File: src/in_list_row_filter_macros.svh
// Assertion macros used by the in-list row filter RTL.
`ifndef IN_LIST_ROW_FILTER_MACROS_SVH
`define IN_LIST_ROW_FILTER_MACROS_SVH

// Checked only while out of reset.
`define ILRF_ASSERT(lbl, prop, msg) \
  lbl: assert property (@(posedge clk_i) disable iff (!rst_ni) (prop)) else $error(msg);

// Checked at every edge, reset included.
`define ILRF_ASSERT_ALWAYS(lbl, prop, msg) \
  lbl: assert property (@(posedge clk_i) (prop)) else $error(msg);

`endif

File: src/ilrf_pkg.sv
// Types and constants of the in-list row filter.
`timescale 1ns / 1ps

package ilrf_pkg;

  localparam int unsigned ROW_W  = 16;
  localparam int unsigned KEPT_W = 17;
  localparam int unsigned CFG_IDX_W  = 2;
  localparam int unsigned CFG_DATA_W = 2;
  localparam logic [KEPT_W-1:0] KEPT_MAX = 17'd65536;

  typedef enum logic [1:0] {
    ITEM_EVAL  = 2'd0,
    ITEM_ADD   = 2'd1,
    ITEM_CLEAR = 2'd2
  } ilrf_mode_e;

  typedef enum logic [1:0] {
    COMB_COMPACT = 2'd0,
    COMB_OR      = 2'd1,
    COMB_AND     = 2'd2
  } ilrf_comb_e;

  typedef enum logic [CFG_IDX_W-1:0] {
    REG_LIST_KIND    = 2'd0,
    REG_NEGATE       = 2'd1,
    REG_COMBINE_MODE = 2'd2
  } ilrf_reg_e;

  typedef struct packed {
    logic       list_kind;
    logic       negate;
    logic [1:0] combine_mode;
  } ilrf_cfg_t;

  // Row item minus the key, which lives at its own width.
  typedef struct packed {
    logic [1:0]       mode;
    logic             is_null;
    logic [ROW_W-1:0] row_index;
    logic             prior_flag;
    logic             last_row;
  } ilrf_item_t;

  typedef struct packed {
    logic add;
    logic clear;
  } ilrf_set_cmd_t;

  typedef struct packed {
    logic              found;
    logic              full;
  } ilrf_set_stat_t;

  typedef struct packed {
    logic [ROW_W-1:0]  row_index;
    logic              passed;
    logic              flag;
    logic [ROW_W-1:0]  slot;
    logic [KEPT_W-1:0] kept_total;
    logic              last;
    logic              set_full;
  } ilrf_result_t;

endpackage

File: src/in_list_row_filter.sv
// Top level of the IN / NOT IN row filter.
//
// Usage:
//   Input channel (in_valid_i / in_stall_o) carries add, clear and evaluate
//   items; a transfer happens when valid is high and stall is low. The
//   output channel (out_valid_o / out_stall_i) returns one result for each
//   add, clear or evaluate item; the unused item code gives no result.
//   Configuration is written through cfg_we_i / cfg_index_i / cfg_data_i
//   while the block is idle.
// Path: an accepted item sits in the input register, and its result is then
//   registered in the output register, from which it can transfer.
// Throughput: one item per cycle while the output is not stalled; the set
//   lookup is a parallel compare of the input-register key against all
//   stored entries, and set updates land in time for the item right behind.
// Reset: set emptied (valid bits and fill cleared), kept count zero,
//   registers back to IN list, no negate, compact mode; both stages empty.
// Stall: while out_stall_i holds a waiting result, the input register
//   keeps its item and in_stall_o rises once that register is occupied.
`timescale 1ns / 1ps

module in_list_row_filter #(
  parameter int unsigned SET_DEPTH = 16,
  parameter int unsigned KEY_BITS  = 64
) (
  input  logic                                clk_i,
  input  logic                                rst_ni,
  input  logic                                cfg_we_i,
  input  logic [ilrf_pkg::CFG_IDX_W-1:0]      cfg_index_i,
  input  logic [ilrf_pkg::CFG_DATA_W-1:0]     cfg_data_i,
  input  logic                                in_valid_i,
  output logic                                in_stall_o,
  input  logic [1:0]                          mode_i,
  input  logic [63:0]                         key_value_i,
  input  logic                                is_null_i,
  input  logic [ilrf_pkg::ROW_W-1:0]          row_index_i,
  input  logic                                prior_flag_i,
  input  logic                                last_row_i,
  output logic                                out_valid_o,
  input  logic                                out_stall_i,
  output logic [ilrf_pkg::ROW_W-1:0]          row_index_out_o,
  output logic                                passed_o,
  output logic                                flag_out_o,
  output logic [ilrf_pkg::ROW_W-1:0]          slot_o,
  output logic [ilrf_pkg::KEPT_W-1:0]         kept_total_o,
  output logic                                last_out_o,
  output logic                                set_full_o
);
  import ilrf_pkg::*;

  ilrf_cfg_t         cfg_q;
  logic              s1_valid_q;
  ilrf_item_t        s1_item_q;
  logic [KEY_BITS-1:0] s1_key_q;
  logic              out_valid_q;
  ilrf_result_t      res_q;
  logic [KEPT_W-1:0] kept_q, kept_d;

  logic           s2_ready, s1_adv, in_xfer, res_valid;
  ilrf_set_cmd_t  cmd;
  ilrf_set_stat_t stat;
  ilrf_result_t   res_d;

  assign s2_ready   = !out_valid_q || !out_stall_i;
  assign s1_adv     = s1_valid_q && s2_ready;
  assign in_stall_o = s1_valid_q && !s2_ready;
  assign in_xfer    = in_valid_i && !in_stall_o;

  always_ff @(posedge clk_i or negedge rst_ni) begin
    if (!rst_ni) begin
      cfg_q <= '0;
    end else if (cfg_we_i) begin
      case (cfg_index_i)
        REG_LIST_KIND:    cfg_q.list_kind    <= cfg_data_i[0];
        REG_NEGATE:       cfg_q.negate       <= cfg_data_i[0];
        REG_COMBINE_MODE: cfg_q.combine_mode <= cfg_data_i;
        default:          cfg_q              <= cfg_q;
      endcase
    end
  end

  always_ff @(posedge clk_i or negedge rst_ni) begin
    if (!rst_ni) begin
      s1_valid_q  <= 1'b0;
      out_valid_q <= 1'b0;
      kept_q      <= '0;
    end else begin
      if (in_xfer) begin
        s1_valid_q <= 1'b1;
      end else if (s1_adv) begin
        s1_valid_q <= 1'b0;
      end
      if (s2_ready) begin
        out_valid_q <= s1_adv && res_valid;
      end
      if (s1_adv) begin
        kept_q <= kept_d;
      end
    end
  end

  always_ff @(posedge clk_i) begin
    if (in_xfer) begin
      s1_item_q.mode       <= mode_i;
      s1_item_q.is_null    <= is_null_i;
      s1_item_q.row_index  <= row_index_i;
      s1_item_q.prior_flag <= prior_flag_i;
      s1_item_q.last_row   <= last_row_i;
      s1_key_q             <= key_value_i[KEY_BITS-1:0];
    end
    if (s1_adv && res_valid) begin
      res_q <= res_d;
    end
  end

  ilrf_set_store #(
    .SET_DEPTH (SET_DEPTH),
    .KEY_BITS  (KEY_BITS)
  ) u_set (
    .clk_i  (clk_i),
    .rst_ni (rst_ni),
    .key_i  (s1_key_q),
    .cmd_i  (cmd),
    .stat_o (stat)
  );

  ilrf_eval u_eval (
    .cfg_i       (cfg_q),
    .item_i      (s1_item_q),
    .adv_i       (s1_adv),
    .stat_i      (stat),
    .kept_i      (kept_q),
    .cmd_o       (cmd),
    .res_valid_o (res_valid),
    .res_o       (res_d),
    .kept_d_o    (kept_d)
  );

  assign out_valid_o     = out_valid_q;
  assign row_index_out_o = res_q.row_index;
  assign passed_o        = res_q.passed;
  assign flag_out_o      = res_q.flag;
  assign slot_o          = res_q.slot;
  assign kept_total_o    = res_q.kept_total;
  assign last_out_o      = res_q.last;
  assign set_full_o      = res_q.set_full;

endmodule

File: src/ilrf_set_store.sv
// Value set: stored keys, valid bits, fill count and parallel lookup.
`timescale 1ns / 1ps

`include "in_list_row_filter_macros.svh"

module ilrf_set_store #(
  parameter int unsigned SET_DEPTH = 16,
  parameter int unsigned KEY_BITS  = 64
) (
  input  logic                  clk_i,
  input  logic                  rst_ni,
  input  logic [KEY_BITS-1:0]   key_i,
  input  ilrf_pkg::ilrf_set_cmd_t  cmd_i,
  output ilrf_pkg::ilrf_set_stat_t stat_o
);
  import ilrf_pkg::*;

  localparam int unsigned IDX_W  = (SET_DEPTH > 1) ? $clog2(SET_DEPTH) : 1;
  localparam int unsigned FILL_W = $clog2(SET_DEPTH + 1);
  localparam logic [FILL_W-1:0] FULL_FILL = FILL_W'(SET_DEPTH);

  logic [KEY_BITS-1:0] values_q [SET_DEPTH];
  logic [SET_DEPTH-1:0] valid_q, valid_d;
  logic [FILL_W-1:0]    fill_q, fill_d;
  logic [SET_DEPTH-1:0] hit;
  logic                 found, full, wr_en;
  logic [IDX_W-1:0]     wr_idx;

  always_comb begin
    for (int k = 0; k < SET_DEPTH; k++) begin
      hit[k] = valid_q[k] && (values_q[k] == key_i);
    end
  end

  assign found  = |hit;
  assign full   = (fill_q == FULL_FILL);
  assign wr_idx = fill_q[IDX_W-1:0];
  // Duplicates are ignored; a full set drops the key.
  assign wr_en  = cmd_i.add && !found && !full;

  assign stat_o.found = found;
  assign stat_o.full  = full;

  always_comb begin
    valid_d = valid_q;
    fill_d  = fill_q;
    if (cmd_i.clear) begin
      valid_d = '0;
      fill_d  = '0;
    end else if (wr_en) begin
      valid_d[wr_idx] = 1'b1;
      fill_d          = fill_q + FILL_W'(1);
    end
  end

  always_ff @(posedge clk_i or negedge rst_ni) begin
    if (!rst_ni) begin
      valid_q <= '0;
      fill_q  <= '0;
    end else begin
      valid_q <= valid_d;
      fill_q  <= fill_d;
    end
  end

  always_ff @(posedge clk_i) begin
    if (wr_en) begin
      values_q[wr_idx] <= key_i;
    end
  end

  `ILRF_ASSERT(a_fill_bound, fill_q <= FULL_FILL, "set fill beyond depth")
  `ILRF_ASSERT(a_valid_fill, $countones(valid_q) == int'(fill_q), "valid bits disagree with fill")
  `ILRF_ASSERT(a_clear_empties, cmd_i.clear |=> (fill_q == '0), "clear left entries")
  `ILRF_ASSERT(a_full_drop, (cmd_i.add && full) |=> $stable(fill_q), "add to full set changed fill")

endmodule

File: src/ilrf_eval.sv
// Predicate, merge and compaction logic for the item in the input register.
`timescale 1ns / 1ps

module ilrf_eval (
  input  ilrf_pkg::ilrf_cfg_t              cfg_i,
  input  ilrf_pkg::ilrf_item_t             item_i,
  input  logic                             adv_i,
  input  ilrf_pkg::ilrf_set_stat_t         stat_i,
  input  logic [ilrf_pkg::KEPT_W-1:0]      kept_i,
  output ilrf_pkg::ilrf_set_cmd_t          cmd_o,
  output logic                             res_valid_o,
  output ilrf_pkg::ilrf_result_t           res_o,
  output logic [ilrf_pkg::KEPT_W-1:0]      kept_d_o
);
  import ilrf_pkg::*;

  logic              passed, compact, inc;
  logic [KEPT_W-1:0] kept_sum;

  assign passed  = (!item_i.is_null && (stat_i.found ^ cfg_i.list_kind)) ^ cfg_i.negate;
  // Unused combine code falls back to compaction.
  assign compact = (cfg_i.combine_mode != COMB_OR) && (cfg_i.combine_mode != COMB_AND);
  assign inc      = passed && (kept_i < KEPT_MAX);
  assign kept_sum = kept_i + KEPT_W'(inc);

  always_comb begin
    cmd_o       = '0;
    res_valid_o = 1'b0;
    res_o       = '0;
    kept_d_o    = kept_i;
    case (item_i.mode)
      ITEM_EVAL: begin
        res_valid_o     = 1'b1;
        res_o.row_index = item_i.row_index;
        res_o.passed    = passed;
        res_o.last      = item_i.last_row;
        case (cfg_i.combine_mode)
          COMB_OR:  res_o.flag = item_i.prior_flag | passed;
          COMB_AND: res_o.flag = item_i.prior_flag & passed;
          default:  res_o.flag = passed;
        endcase
        if (compact) begin
          res_o.slot       = kept_i[ROW_W-1:0];
          res_o.kept_total = kept_sum;
          kept_d_o         = kept_sum;
        end
        if (item_i.last_row) begin
          kept_d_o = '0;
        end
      end
      ITEM_ADD: begin
        res_valid_o    = 1'b1;
        cmd_o.add      = adv_i;
        res_o.set_full = !stat_i.found && stat_i.full;
      end
      ITEM_CLEAR: begin
        res_valid_o = 1'b1;
        cmd_o.clear = adv_i;
      end
      default: begin
        // Unused item code: consumed without a result.
        res_valid_o = 1'b0;
      end
    endcase
  end

endmodule

File: config.mk
export PLATFORM = sky130hd
export DESIGN_NAME = in_list_row_filter
export DESIGN_NICKNAME = d
export VERILOG_FILES = /design/src/ilrf_pkg.sv /design/src/in_list_row_filter.sv /design/src/ilrf_set_store.sv /design/src/ilrf_eval.sv
export VERILOG_INCLUDE_DIRS = /design/src /design/src/src
export SDC_FILE = /design/constraint.sdc
export NUM_CORES = 2
export LEC_CHECK = 0
export BUFFER_PORTS_ARGS = -buffer_cell sky130_fd_sc_hd__buf_2
export CORE_ASPECT_RATIO = 0.6
export CORE_MARGIN = 2
export CORE_UTILIZATION = 50
export DETAILED_ROUTE_END_ITERATION = 8
export PLACE_DENSITY = 0.71
export SLEW_MARGIN = 20
export SYNTH_ARGS = -nofsm -noshare
export SYNTH_HDL_FRONTEND = slang
export SYNTH_SLANG_ARGS = --single-unit
File: constraint.sdc
create_clock -name clk_i -period 18.7 [get_ports clk_i]
set_clock_uncertainty 0.2 [all_clocks]
set_input_delay 2.805 -clock clk_i [delete_from_list [all_inputs] [get_ports clk_i]]
set_output_delay 2.805 -clock clk_i [all_outputs]
set_load 0.05 [all_outputs]
==> flow_summary.json <==
{
  "ys_ff_latch": 1206,
  "cts-hold-fix-buffers": 0,
  "slowest_delay_ns": 0.88,
  "critPathLaunchType": "flip-flop",
  "numCtsBuffers": 103,
  "start_util": 0.5073,
  "status": "completed",
  "synthTopCellsByArea": "edfxtp_1 70%, xnor2_1 11%, xor2_1 3.8%",
  "cap_violations": 0,
  "worst_pin_slew_ns": 1.237,
  "synthDominantCellAreaShare": 0.6956,
  "p_int_mw": 4.435,
  "yosys_warnings": 0,
  "r2r_slack_ns": 11.94,
  "combPwrFrac": 0.085,
  "grt_pass1_vias": 26640,
  "grt_max_degree": 66,
  "final_nets": 3429,
  "synth_edf_count": 1162,
  "synth_top_flop_cell": "edfxtp_1",
  "path_class": "flip-flop to flip-flop",
  "required_ns": 18.94,
  "synth_cell_types": 54,
  "grt_pass1_wl_mm": 193.0,
  "drtIter0Drc": 4719,
  "finalPower_mw": 5.807,
  "setup_tns_ns": 0,
  "async_reset_ff_frac": 0.03648,
  "finalCriticalPeriod_ns": 6.763,
  "rows": 89,
  "p_leak_nw": 17.88,
  "synth_nets": 3213,
  "die_area_um2": 103000,
  "final_util": 0.5647,
  "globalRouteTotalUtil": 0.2623,
  "final-setup-viol-count": 0,
  "antenna_found_initial": 9,
  "routed_via_density": 5.997,
  "cts_tree": "yes",
  "max_clock_freq_ghz": 0.1479,
  "cts.sinks": 1206,
  "synth_cells": 3110,
  "io_pins": 149,
  "path_buf_inv": 1,
  "wire_per_inst_um": 28.64,
  "cp_max_fo": 19,
  "wl_mm": 135.5,
  "peakVddDrop_uv": 90.44,
  "drive_gt1_frac": 0.1307,
  "crit_chain": "buf_4 > xnor2_1 > nand4_1 > nor4_1 > nand4_1 > o32ai_1 > nor4_2 > a21o_1 > a21oi_1 > xnor2_1 > nor2_1 > ha_1 > ha_1 > nand3_1 > nor2_1 > nand2_1 > nor3_1 > and3_1 > and3_1 > and3_1 > xnor2_1 > nor2_1",
  "place.gp.congestion": 0.9463,
  "yosysSeqAreaShare": 0.7175,
  "finalHoldViolCount": 0,
  "slew_headroom": 0.1675,
  "grt_overflow_total": 0,
  "cts_setup_buffers": 0,
  "fin_crit_sh": 0.3617,
  "syn_area_per_cell_um2": 16.13,
  "seqPwrFrac": 0.529,
  "critical-path-top-delay-family": "simple AND/OR/NAND/NOR gates",
  "coreArea_um2": 98880,
  "pwr-share-clk": 0.385,
  "ctsLongestPathBuffers": 3,
  "portBuffers": 148,
  "vias": 28380,
  "antenna_left": 0,
  "slew_viol_final": 0,
  "cts_max_level": 3,
  "dr.pass1.iters": 6,
  "worst_hold_slack_ns": 0.2886,
  "clkTransAtPathRegs_ns": 0.07,
  "rsz0062_at_grt": "no",
  "crit_arrival_ns": 7.00,
  "die_w_um": 412.9,
  "die_h_um": 249.4,
  "final_cell_mix": "1162 x edfxtp_1, 647 x xnor2_1, 216 x xor2_1, 183 x nand4_1, 148 x buf_2",
  "netlist_area_um2": 50160,
  "clockRootBuffer": "clkbuf_16",
  "synth_top_area_cell": "edfxtp_1",
  "p_per_area_nw_per_um2": 104.0,
  "final_common_cell": "edfxtp_1",
  "syn_to_final_growth_pct": 11.33,
  "cpMaxStageDelayCell": "nor4_1",
  "min_path_type": "flip-flop to flip-flop",
  "cp-end-kind": "flip-flop",
  "p_sw_frac": 0.2363,
  "clk_latency_ns": 0.71,
  "p_sw_mw": 1.372,
  "ctsResizeCount": 0,
  "drc_errors": 0,
  "post-dp-hpwl_mm": 80.63
}
## stage by stage
stage	instances	cell area, µm²	worst slack [ns]
2_1_floorplan	3110	50160	11.75
3_3_place_gp	4540	52370	12.06
3_5_place_dp	4540	52380	12.03
4_1_cts	4731	55840	11.96
5_1_grt	4731	55840	11.50
6_report	4732	55840	11.94
## layer usage
layer  routed length [µm]  vias to the layer above  track usage
met4                 3053                        0      0.05829
met3                18040                      205      0.06404
li1                     -                    11980            -
met1                58250                    14290       0.4147
met2                56180                     1904       0.3645
met5                    0                        -            0
## registers in the layout (all words and copies together), names as in the netlist
name / count
flag_out_o: 1
passed_o: 1
row_index_out_o: 16
out_valid_o: 1
u_set.fill_q: 5
cfg_q: 4
u_set.valid_q: 16
set_full_o: 1
last_out_o: 1
slot_o: 16
s1_key_q: 64
s1_valid_q: 1
u_set.values_q: 1024
kept_q: 17
kept_total_o: 17
s1_item_q: 21
## final timing paths
| kind | start | end | depth (start not counted) |
|---|---|---|---|
| max in group asynchronous | rst_ni | u_set.fill_q[0] | 2 |
| min in group asynchronous | rst_ni | kept_q[7] | 2 |
| worst min-delay path | u_set.valid_q[9] | u_set.valid_q[9] | 1 |
| worst min register to register | u_set.valid_q[9] | u_set.valid_q[9] | 1 |
| worst max register to register | s1_key_q[25] | kept_total_o[16] | 22 |
| worst max-delay path | s1_key_q[25] | kept_total_o[16] | 22 |
## layout make-up
class	count	area, µm²
Multi-Input combinational cell	1662	12820
Tap cell	1319	1650
Sequential cell	1206	35990
Antenna cell	1	2.502
Clock buffer	131	2754
Timing Repair Buffer	256	1551
Clock inverter	60	709.4
Inverter	97	364.1
Fill cell	7640	43040
## power by group through the flow
stage / combinational [mW] / clock [mW] / sequential, mW
after floorplan: 0.261 / 0 / 3.18
after global placement: 0.480 / 0 / 3.13
after detailed placement: 0.487 / 0 / 3.13
after CTS: 0.490 / 2.25 / 3.07
after global routing: 0.521 / 2.35 / 3.08
final: 0.496 / 2.24 / 3.07
## logic make-up after synthesis
| kind of cell | count (synthesis) | synth area share |
|---|---|---|
| simple gates | 546 | 0.06328 |
| mux | 9 | 0.001896 |
| compound gates | 235 | 0.03460 |
| fa+ha+maj | 9 | 0.002245 |
| flops | 1206 | 0.7175 |
| buf+inv | 242 | 0.02976 |
| xor+xnor | 863 | 0.1507 |
## cell usage after synthesis, drive strengths merged (6+ instances only)
| master | number |
|---|---|
| and4 | 7 |
| and3 | 20 |
| o2bb2ai | 22 |
| o21ai | 29 |
| o2111ai | 15 |
| a22oi | 6 |
| ha | 9 |
| xor2 | 216 |
| and2 | 18 |
| edfxtp | 1162 |
| inv | 97 |
| o22ai | 51 |
| buf | 125 |
| dfrtp | 44 |
| nand3 | 18 |
| nor2b | 7 |
| nor3 | 30 |
| o221ai | 10 |
| nor4 | 99 |
| xnor2 | 647 |
| nand2b | 47 |
| nand2 | 38 |
| nand4 | 183 |
| a2111oi | 8 |
| a22o | 34 |
| clkbuf | 20 |
| nor2 | 67 |
| o21a | 17 |
| a21oi | 18 |
Power figures use the tool's default switching activity.
